===== src/sv/plc_pkg.sv =====
package plc_pkg;

    typedef enum logic [1:0] {
        OP_F2L11 = 2'd0,
        OP_L112F = 2'd1,
        OP_F2U16 = 2'd2,
        OP_U162F = 2'd3
    } op_t;

    typedef struct packed {
        logic [1:0]  operation;
        logic [31:0] float_in;
        logic [15:0] code_in;
    } req_t;

    typedef struct packed {
        logic [31:0] float_out;
        logic [15:0] code_out;
        logic        ok;
    } rsp_t;

    typedef struct packed {
        op_t         op;
        logic        neg;
        logic        ok;
        logic        sat;
        logic        zero;
        logic        rzero;
        logic [4:0]  rsh;
        logic [4:0]  l11_exp;
        logic [7:0]  base_exp;
        logic [23:0] mag;
    } s1_t;

    typedef struct packed {
        op_t         op;
        logic        neg;
        logic        ok;
        logic        sat;
        logic        zero;
        logic [4:0]  l11_exp;
        logic [7:0]  fexp;
        logic [15:0] val;
    } s2_t;

    localparam logic [7:0] EXP_INF    = 8'd255;
    localparam logic [7:0] EXP_SIXTEEN = 8'd131;
    localparam logic [7:0] BIAS       = 8'd127;
    localparam logic [7:0] U16_BASE   = 8'd115;
    localparam logic signed [9:0] L11_EXP_MIN = -10'sd16;
    localparam logic signed [9:0] L11_EXP_MAX = 10'sd15;
    localparam logic [15:0] U16_FULL  = 16'hFFFF;

endpackage


===== src/sv/plc_unpack.sv =====
module plc_unpack (
    input  logic            clk,
    input  logic            rst_n,
    input  logic            in_valid,
    input  plc_pkg::req_t   request,
    output logic            out_valid,
    output plc_pkg::s1_t    stage
);

    plc_pkg::s1_t stage_reg;
    plc_pkg::s1_t stage_next;
    logic         valid_reg;

    logic              sgn;
    logic [7:0]        bexp;
    logic [22:0]       frac;
    logic signed [9:0] ecand;
    logic signed [9:0] esel;
    logic signed [9:0] rsh_l11;
    logic signed [9:0] rsh_u16;
    logic signed [10:0] mant11;
    logic [11:0]       mag11;

    always_comb
    begin
        sgn     = request.float_in[31];
        bexp    = request.float_in[30:23];
        frac    = request.float_in[22:0];
        mant11  = $signed(request.code_in[10:0]);
        mag11   = mant11[10] ? 12'(-mant11) : 12'(mant11);
        ecand   = $signed({2'b00, bexp}) - 10'sd136
                  - ((sgn && frac[22:13] == 10'd0) ? 10'sd1 : 10'sd0);
        esel    = (ecand < plc_pkg::L11_EXP_MIN) ? plc_pkg::L11_EXP_MIN : ecand;
        rsh_l11 = 10'sd150 + esel - $signed({2'b00, bexp});
        rsh_u16 = 10'sd138 - $signed({2'b00, bexp});

        stage_next          = '0;
        stage_next.op       = plc_pkg::op_t'(request.operation);
        stage_next.ok       = 1'b1;
        stage_next.mag      = {(bexp != 8'd0), frac};
        unique case (plc_pkg::op_t'(request.operation))
            plc_pkg::OP_F2L11:
            begin
                stage_next.neg     = sgn;
                stage_next.ok      = (bexp != plc_pkg::EXP_INF)
                                     && (esel <= plc_pkg::L11_EXP_MAX);
                stage_next.l11_exp = esel[4:0];
                stage_next.rzero   = rsh_l11 >= 10'sd24;
                stage_next.rsh     = rsh_l11[4:0];
            end
            plc_pkg::OP_F2U16:
            begin
                stage_next.ok    = !(sgn && (bexp != 8'd0 || frac != 23'd0))
                                   && (bexp < plc_pkg::EXP_SIXTEEN
                                       || (bexp == plc_pkg::EXP_SIXTEEN
                                           && frac == 23'd0));
                stage_next.sat   = bexp == plc_pkg::EXP_SIXTEEN;
                stage_next.rzero = rsh_u16 >= 10'sd24;
                stage_next.rsh   = rsh_u16[4:0];
            end
            plc_pkg::OP_L112F:
            begin
                stage_next.neg      = mant11[10];
                stage_next.zero     = mag11 == 12'd0;
                stage_next.mag      = {12'd0, mag11};
                stage_next.base_exp = plc_pkg::BIAS
                                      + {{3{request.code_in[15]}}, request.code_in[15:11]};
            end
            plc_pkg::OP_U162F:
            begin
                stage_next.zero     = request.code_in == 16'd0;
                stage_next.mag      = {8'd0, request.code_in};
                stage_next.base_exp = plc_pkg::U16_BASE;
            end
            default:
            begin
                stage_next.ok = 1'b1;
            end
        endcase
    end

    always_ff @(posedge clk or negedge rst_n)
    begin
        if (!rst_n)
        begin
            valid_reg <= 1'b0;
        end
        else
        begin
            valid_reg <= in_valid;
        end
    end

    always_ff @(posedge clk)
    begin
        stage_reg <= stage_next;
    end

    assign out_valid = valid_reg;
    assign stage     = stage_reg;

endmodule


===== src/sv/plc_shift.sv =====
module plc_shift (
    input  logic          clk,
    input  logic          rst_n,
    input  logic          in_valid,
    input  plc_pkg::s1_t  stage_in,
    output logic          out_valid,
    output plc_pkg::s2_t  stage_out
);

    plc_pkg::s2_t stage_reg;
    plc_pkg::s2_t stage_next;
    logic         valid_reg;
    logic [3:0]   msb;
    logic [23:0]  shifted;

    always_comb
    begin
        msb = 4'd0;
        for (int i = 0; i < 16; i++)
        begin
            if (stage_in.mag[i])
            begin
                msb = 4'(i);
            end
        end
        shifted = stage_in.rzero ? 24'd0 : (stage_in.mag >> stage_in.rsh);

        stage_next         = '0;
        stage_next.op      = stage_in.op;
        stage_next.neg     = stage_in.neg;
        stage_next.ok      = stage_in.ok;
        stage_next.sat     = stage_in.sat;
        stage_next.zero    = stage_in.zero;
        stage_next.l11_exp = stage_in.l11_exp;
        stage_next.fexp    = stage_in.base_exp + {4'd0, msb};
        case (stage_in.op) inside
            plc_pkg::OP_F2L11, plc_pkg::OP_F2U16:
            begin
                stage_next.val = shifted[15:0];
            end
            default:
            begin
                stage_next.val = stage_in.mag[15:0] << (4'd15 - msb);
            end
        endcase
    end

    always_ff @(posedge clk or negedge rst_n)
    begin
        if (!rst_n)
        begin
            valid_reg <= 1'b0;
        end
        else
        begin
            valid_reg <= in_valid;
        end
    end

    always_ff @(posedge clk)
    begin
        stage_reg <= stage_next;
    end

    assign out_valid = valid_reg;
    assign stage_out = stage_reg;

endmodule


===== src/sv/plc_pack.sv =====
module plc_pack (
    input  logic          clk,
    input  logic          rst_n,
    input  logic          in_valid,
    input  plc_pkg::s2_t  stage_in,
    output logic          out_valid,
    output plc_pkg::rsp_t result
);

    plc_pkg::rsp_t result_reg;
    plc_pkg::rsp_t result_next;
    logic          valid_reg;
    logic [10:0]   mant;

    always_comb
    begin
        mant        = stage_in.neg ? 11'(-stage_in.val[10:0]) : stage_in.val[10:0];
        result_next = '0;
        result_next.ok = stage_in.ok;
        unique case (stage_in.op) inside
            plc_pkg::OP_F2L11:
            begin
                result_next.code_out = stage_in.ok ? {stage_in.l11_exp, mant} : 16'd0;
            end
            plc_pkg::OP_F2U16:
            begin
                if (!stage_in.ok)
                begin
                    result_next.code_out = 16'd0;
                end
                else if (stage_in.sat)
                begin
                    result_next.code_out = plc_pkg::U16_FULL;
                end
                else
                begin
                    result_next.code_out = stage_in.val;
                end
            end
            plc_pkg::OP_L112F, plc_pkg::OP_U162F:
            begin
                result_next.ok        = 1'b1;
                result_next.float_out = stage_in.zero ? 32'd0
                    : {stage_in.neg, stage_in.fexp, stage_in.val[14:0], 8'd0};
            end
            default:
            begin
                result_next.ok = 1'b1;
            end
        endcase
    end

    always_ff @(posedge clk or negedge rst_n)
    begin
        if (!rst_n)
        begin
            valid_reg <= 1'b0;
        end
        else
        begin
            valid_reg <= in_valid;
        end
    end

    always_ff @(posedge clk)
    begin
        result_reg <= result_next;
    end

    assign out_valid = valid_reg;
    assign result    = result_reg;

endmodule


===== src/sv/pmbus_linear_format_converter.sv =====
// Channel   Handshake      Payload
// request   start / busy   operation, float_in, code_in
// result    done           float_out, code_out, ok
//
// Every beat passes the unpack, shift and pack registers from acceptance to its done strobe.
// A new beat is accepted in every cycle, so busy stays low.
// The three stages are unpack and classify, shift and count, and pack.
// Reset clears the valid bits only, and the result is held for exactly one cycle.
module pmbus_linear_format_converter (
    input  logic          clk,
    input  logic          rst_n,
    input  logic          start,
    output logic          busy,
    input  plc_pkg::req_t request,
    output logic          done,
    output plc_pkg::rsp_t result
);

    logic         v1;
    logic         v2;
    plc_pkg::s1_t s1;
    plc_pkg::s2_t s2;

    assign busy = 1'b0;

    plc_unpack u_unpack (
        .clk       (clk),
        .rst_n     (rst_n),
        .in_valid  (start && !busy),
        .request   (request),
        .out_valid (v1),
        .stage     (s1)
    );

    plc_shift u_shift (
        .clk       (clk),
        .rst_n     (rst_n),
        .in_valid  (v1),
        .stage_in  (s1),
        .out_valid (v2),
        .stage_out (s2)
    );

    plc_pack u_pack (
        .clk       (clk),
        .rst_n     (rst_n),
        .in_valid  (v2),
        .stage_in  (s2),
        .out_valid (done),
        .result    (result)
    );

    a_latency: assert property (@(posedge clk) disable iff (!rst_n)
        start |-> ##3 done)
        else $error("accepted beat did not complete after three cycles");

    a_fail_zero: assert property (@(posedge clk) disable iff (!rst_n)
        done && !result.ok |-> result.code_out == 16'd0 && result.float_out == 32'd0)
        else $error("failed conversion returned a nonzero word");

    a_no_spurious: assert property (@(posedge clk) disable iff (!rst_n)
        done |-> $past(start, 3))
        else $error("result strobe without an accepted beat");

endmodule

===== config.mk =====
export PLATFORM = sky130hd
export DESIGN_NAME = pmbus_linear_format_converter
export DESIGN_NICKNAME = d
export VERILOG_FILES = /design/src/sv/plc_pkg.sv /design/src/sv/plc_unpack.sv /design/src/sv/plc_shift.sv /design/src/sv/plc_pack.sv /design/src/sv/pmbus_linear_format_converter.sv
export SDC_FILE = /design/constraint.sdc
export NUM_CORES = 1
export LEC_CHECK = 0
export ABC_AREA = 1
export BUFFER_PORTS_ARGS = -buffer_cell sky130_fd_sc_hd__buf_2
export CORE_ASPECT_RATIO = 1.4
export CORE_UTILIZATION = 58
export CTS_BUF_LIST = sky130_fd_sc_hd__clkbuf_16
export CTS_CLUSTER_DIAMETER = 120
export DETAILED_ROUTE_END_ITERATION = 12
export PLACE_DENSITY = 0.79
export SYNTH_ARGS = -nofsm -noshare
export SYNTH_HDL_FRONTEND = slang
export SYNTH_SLANG_ARGS = --single-unit

===== constraint.sdc =====
create_clock -name clk -period 2.8 [get_ports clk]
set_clock_uncertainty 0.05 [all_clocks]
set_input_delay 0.56 -clock clk [delete_from_list [all_inputs] [get_ports clk]]
set_output_delay 0.56 -clock clk [all_outputs]
set_load 0.01 [all_outputs]

# Word-level counts from Yosys, hierarchy flattened

Cells that the tools add are included.

Logic and storage cells: 103
Flip-flop bits (word level): 136
Output and inout bits: 51
Bits of input ports: 53

Mux-type cells: 30
Reductions and logical operators: 21
Shift-type cells: 2
Bitwise logic cells: 1
Eq/ne operators: 9
$lt $le $gt $ge: 5
$add $sub $neg: 10

Operator list:

| kind                                                                                 | number |
|---|---|
| 16-bit 2-to-1 mux                                                                    | 5 |
| 32-bit case mux with 2 select lines                                                  | 1 |
| 4-bit 2-to-1 mux                                                                     | 14 |
| 16-bit case mux with 2 select lines                                                  | 1 |
| 24-bit by 5-bit >> shifter with 16-bit output                                        | 1 |
| 23-bit logical NOT                                                                   | 1 |
| 23-bit nonzero test                                                                  | 1 |
| 10-bit by 6-bit greater-or-equal comparator with 1-bit output, second input constant | 2 |
| 16-bit logical NOT                                                                   | 1 |
| 16-bit by 4-bit << shifter with 16-bit output                                        | 1 |
| 12-bit logical NOT                                                                   | 1 |
| 12-bit 2-to-1 mux                                                                    | 1 |
| 11-bit negation with 12-bit output                                                   | 1 |
| 6-bit case mux with 2 select lines                                                   | 1 |
| 11-bit 2-to-1 mux                                                                    | 1 |
| 11-bit negation                                                                      | 1 |
| 9-bit by 10-bit adder with 10-bit output, first input constant                       | 1 |
| 2-bit equality test, second input constant                                           | 5 |
| 10-bit by 5-bit less-or-equal comparator with 1-bit output, second input constant    | 1 |
| 10-bit logical NOT                                                                   | 1 |
| 10-bit by 5-bit less-than comparator with 1-bit output, second input constant        | 1 |
| 10-bit 2-to-1 mux                                                                    | 1 |
| 10-bit subtractor                                                                    | 1 |
| 10-bit by 9-bit subtractor with 10-bit output                                        | 1 |
| other kinds (18)                                                                     | 32 |

# Depth between registers and ports, before layout

Depth after elaboration: 18
Mapped depth: 27
Depth with buffers taken out: 27

# Modules after synthesis

From an unflattened synthesis, not the netlist that was laid out.

Cell total of the unflattened synthesis: 1075
Area, all modules: 7549.7 sq um

Modules (own cells, without submodules):

| module                        | area an instance (sq um) | cells each | sequential area each (sq um) | times used |
|---|---|---|---|---|
| plc_unpack                    | 3031.7                   | 428        | 1006.0                       | 1 |
| plc_shift                     | 2783.9                   | 438        | 725.7                        | 1 |
| plc_pack                      | 1722.9                   | 207        | 845.8                        | 1 |
| pmbus_linear_format_converter | 11.3                     | 2          | 0.0                          | 1 |

# Least setup slack after synthesis

No wires, ideal clock.

Kind: in2reg
Start point: input port request[35] in the netlist's numbering
End point: register u_unpack.stage_reg, in the netlist u_unpack.stage[42]
Buffers on the path: 1
Stages: 24
Library setup time: 121 ps
Data arrival time: 4238 ps
Data required time: 2629 ps
Setup slack: -1609 ps
Cells stage by stage: inv_1 -> nand3_1 -> nor3_1 -> ha_1 -> ha_1 -> inv_1 -> nor3_2 -> nand3_1 -> xor2_1 -> nand4_1 -> ha_1 -> buf_2 -> or2_2 -> nand2_1 -> ha_1 -> inv_1 -> fa_1 -> o21ai_0 -> a21oi_1 -> o21ai_0 -> a21o_1 -> a21oi_1 -> o221ai_1 -> nand2_1

RTL lines:

| element              | RTL line                            | RTL |
|---|---|---|
| from (decl)          | pmbus_linear_format_converter.sv:14 | `input plc_pkg::req_t request,` |
| to (signal assigned) | plc_unpack.sv:96                    | `stage_reg <= stage_next;` |
| to (decl)            | plc_unpack.sv:10                    | `plc_pkg::s1_t stage_reg;` |

==> metrics.cfg <==
[sta]
worstMarginPinSlew_ps = 748
setup_repair_after_global_routing_missed_its_margin = true
final.setup.worst_slack_ps = -1360
fin_hold_viols = 0
hold_slack_ps = 204
finalCriticalPeriod_ps = 4160
timing.slew.headroom_pct = 50.0
sum_of_negative_setup_slack_ps = -4230
max_transition_viols_final = 0
max_freq_mhz = 240
final_min_period_over_clock_period_pct = 149
setup_viol = 6

[floorplanning]
floorplan.io_pins = 104
starting_utilization_of_the_core_area_pct = 60.0
core_region_area_um2 = 11900
chipHeight_um = 133
total_number_of_placement_rows = 47
die_w_um = 95.9
die_area_um2 = 12800

[power]
power_per_cell_area_nw_per_um2 = 647
cellLeakagePower_nw = 4.52
ir_worst_vdd_uv = 289

[cells_and_area]
fillerInstances = 952
final_cell_mix = 181 x sky130_fd_sc_hd__nand2_1, 128 x sky130_fd_sc_hd__inv_1, 125 x sky130_fd_sc_hd__dfxtp_1
utilization_pct = 76.1
largest_register_ffs = 49
area_growth_pct = 26.8
insertedDiodeCount = 0
layout.nets = 1267
layout_commonest_cell = sky130_fd_sc_hd__nand2_1
drive_gt1_share_pct = 22.3

[global_route]
grt_pass1_wl_um = 29600
grt-ovfl-total = 0
global_route.usage.total_pct = 30.0
grt_max_degree = 38
first_global_vias = 6568
number_of_antenna_violations_at_the_first_check_in_global_routing = 0

[clock_tree]
worst_skew_pair.late_latency_ps = 410
clock_tree_sinks = 128
max-clock-path-buffers = 2
clk_pin_slew_worst_paths_ps = 50
ctsHtreeMaxLevel = 4
tritoncts_clock_tree = built
number_of_buffers_inserted_during_clock_tree_synthesis = 17
ctsRootBufferMaster = sky130_fd_sc_hd__clkbuf_16

[logic_synthesis]
async_set_or_reset_register_ratio_after_synthesis_pct = 2.34
netlist_area_um2 = 7160
ys_types = 47
synth_cells = 1027
yosys_most_used_dff = sky130_fd_sc_hd__dfxtp_1
synthesis.area_per_instance_um2 = 6.97
synth-edff-count = 0
sequential_area_share_after_synthesis_pct = 36.0
yosys_warnings = 0
postSynthRegisterBits = 128

[worst_setup_path]
worst-r2r-setup-slack_ps = 370
critPathLaunchType = input port
rr_startpoint = u_unpack.stage[2]
crit_required_ps = 3050
endpoint_of_the_worst_register_to_register_path = u_shift.stage_out[22]
critical_path_class = input port to flip-flop
worst_setup_path_end_kind = flip-flop
r2r_cells = 21
worst_ep_arrival_time_ps = 4410
critPathMaxFanout = 3

[outcome]
violations = negative setup slack
run_status = finished with violations

[route]
routedWlPerCell_um = 14.1
drt-vias-per-instance = 5.39
drcViolationCount = 0
finalWirelength_um = 18800
drt-initial-drc-count = 587
firstDrtPassIters = 5
antenna_violating_nets_post_route = 0
vias = 7223

[worst_hold_path]
whs_endpoint = u_unpack.out_valid
hold_class = input port to flip-flop
hold_path_depth = 1
worst_hold_startpoint = start

[placed_design]
port-buffer-count = 94
place_worst_setup_slack_ps = -1790
place_hpwl_um = 14200
gp_congestion = 0.944

[flow_run]
max-cap-violations = 0

## cell usage after synthesis, types with 2 or more instances
library cell	instances	area, µm²
sky130_fd_sc_hd__o22ai_1	5	31.3
sky130_fd_sc_hd__o21ai_0	88	440
sky130_fd_sc_hd__nor2_1	104	390
sky130_fd_sc_hd__o211ai_1	20	150
sky130_fd_sc_hd__clkbuf_1	24	90.1
sky130_fd_sc_hd__dfrtp_1	3	75.1
sky130_fd_sc_hd__o311ai_0	3	26.3
sky130_fd_sc_hd__buf_4	10	75.1
sky130_fd_sc_hd__nand2_1	184	691
sky130_fd_sc_hd__nor2_2	6	37.5
sky130_fd_sc_hd__xor2_1	20	175
sky130_fd_sc_hd__mux2i_1	11	110
sky130_fd_sc_hd__nor3_2	2	20.0
sky130_fd_sc_hd__inv_2	3	11.3
sky130_fd_sc_hd__nand3_2	3	30.0
sky130_fd_sc_hd__or2_2	4	25.0
sky130_fd_sc_hd__inv_1	138	518
sky130_fd_sc_hd__nand2_2	5	31.3
sky130_fd_sc_hd__o21bai_1	2	15.0
sky130_fd_sc_hd__nand3_1	119	596
sky130_fd_sc_hd__buf_2	8	40.0
sky130_fd_sc_hd__o31ai_1	4	30.0
sky130_fd_sc_hd__xnor2_1	6	52.6
sky130_fd_sc_hd__a211oi_1	2	15.0
sky130_fd_sc_hd__fa_1	2	40.0
sky130_fd_sc_hd__clkinv_1	4	15.0
sky130_fd_sc_hd__nand4_1	12	75.1
sky130_fd_sc_hd__nor3_1	15	75.1
sky130_fd_sc_hd__o221ai_1	6	52.6
sky130_fd_sc_hd__nand3b_1	2	15.0
sky130_fd_sc_hd__dfxtp_1	125	2500
sky130_fd_sc_hd__ha_1	31	388
sky130_fd_sc_hd__and3_1	2	12.5
sky130_fd_sc_hd__a21oi_1	32	160
sky130_fd_sc_hd__nor4_1	3	18.8
sky130_fd_sc_hd__a31oi_1	5	31.3
sky130_fd_sc_hd__buf_1	4	15.0
## timing repair
item                                   4_1_cts  5_1_grt
resized for setup                           22       34
endpoints found under the hold margin        3        0
hold buffers                                 1        0
setup endpoints to repair                    6       10
buffers inserted                             7        4
pin swaps                                   10       32
## logic make-up after synthesis
kind of cell / count (synthesis) / synth area share [%]
and+or+nand+nor: 464 / 28.4
AOI/OAI and AO/OA: 172 / 14.0
other: 1 / 0.0524
DFF: 128 / 36.0
buffers and inverters: 192 / 10.8
muxes: 11 / 1.54
adders and majority gates: 33 / 5.97
xor gates and xnor gates: 26 / 3.18
## final cells by class
cell class	count	area [µm²]	area share (%)
Clock buffer	17	425	4.68
Inverter	145	577	6.35
Tap cell	147	184	2.03
Multi-Input combinational cell	715	4060	44.6
Sequential cell	128	2580	28.4
Clock inverter	13	134	1.47
Timing Repair Buffer	174	1130	12.4
## worst max-delay path, stage by stage
cell                       delay, ps
sky130_fd_sc_hd__buf_6            90
sky130_fd_sc_hd__inv_4            40
sky130_fd_sc_hd__nand4_1         150
sky130_fd_sc_hd__nor3_4          250
sky130_fd_sc_hd__ha_4            190
sky130_fd_sc_hd__inv_4            40
sky130_fd_sc_hd__nor2_4          110
sky130_fd_sc_hd__nand4_1         110
sky130_fd_sc_hd__or2_1           260
sky130_fd_sc_hd__nand2_1          90
sky130_fd_sc_hd__nand4_1         160
sky130_fd_sc_hd__ha_4            290
sky130_fd_sc_hd__buf_6           130
sky130_fd_sc_hd__nor3_4          220
sky130_fd_sc_hd__ha_4            240
sky130_fd_sc_hd__ha_4            280
sky130_fd_sc_hd__nand3_2          80
sky130_fd_sc_hd__nand2_2         100
sky130_fd_sc_hd__a21oi_2          70
sky130_fd_sc_hd__o21bai_1        220
sky130_fd_sc_hd__nand2_1         140
sky130_fd_sc_hd__nand2_1         130
sky130_fd_sc_hd__a21oi_2          70
sky130_fd_sc_hd__nand2_1          60
sky130_fd_sc_hd__nand3_1          80
sky130_fd_sc_hd__o221ai_1        170
sky130_fd_sc_hd__nand2_1          70
## metrics by stage
stage / instances / area, µm² / power (mW)
finish: 1339 / 9080 / 5.88
global route: 1339 / 9080 / 6.19
CTS: 1337 / 8930 / 5.81
detailed placement: 1299 / 8230 / 3.69
global placement: 1299 / 8230 / 3.67
floorplan: 1035 / 7290 / 3.21
## how the worst max path moves through the flow
stage | endpoint | depth (start not counted) | from
6_report | u_unpack.stage[42] | 27 | request[29]
5_1_grt | u_unpack.stage[42] | 28 | request[29]
4_1_cts | u_unpack.stage[42] | 26 | request[31]
3_5_place_dp | u_unpack.stage[42] | 25 | request[31]
3_3_place_gp | u_unpack.stage[42] | 25 | request[31]
2_1_floorplan | u_unpack.stage[42] | 24 | request[31]
## metal layers
metal / up-vias / global-route usage [%] / wire length [µm]
li1: 3665 / - / -
met2: 284 / 52.1 / 9440
met4: 0 / 17.0 / 962
met3: 74 / 4.91 / 925
met1: 3200 / 34.1 / 7490
met5: - / 0 / 0
## power breakdown
group	total, mW	internal (mW)	switching, mW
Sequential	2.20	2.06	0.145
Combinational	1.59	0.632	0.962
Clock	2.08	1.36	0.719
Total	5.88	4.05	1.83
Note: power is estimated with default switching activity, not from simulation.
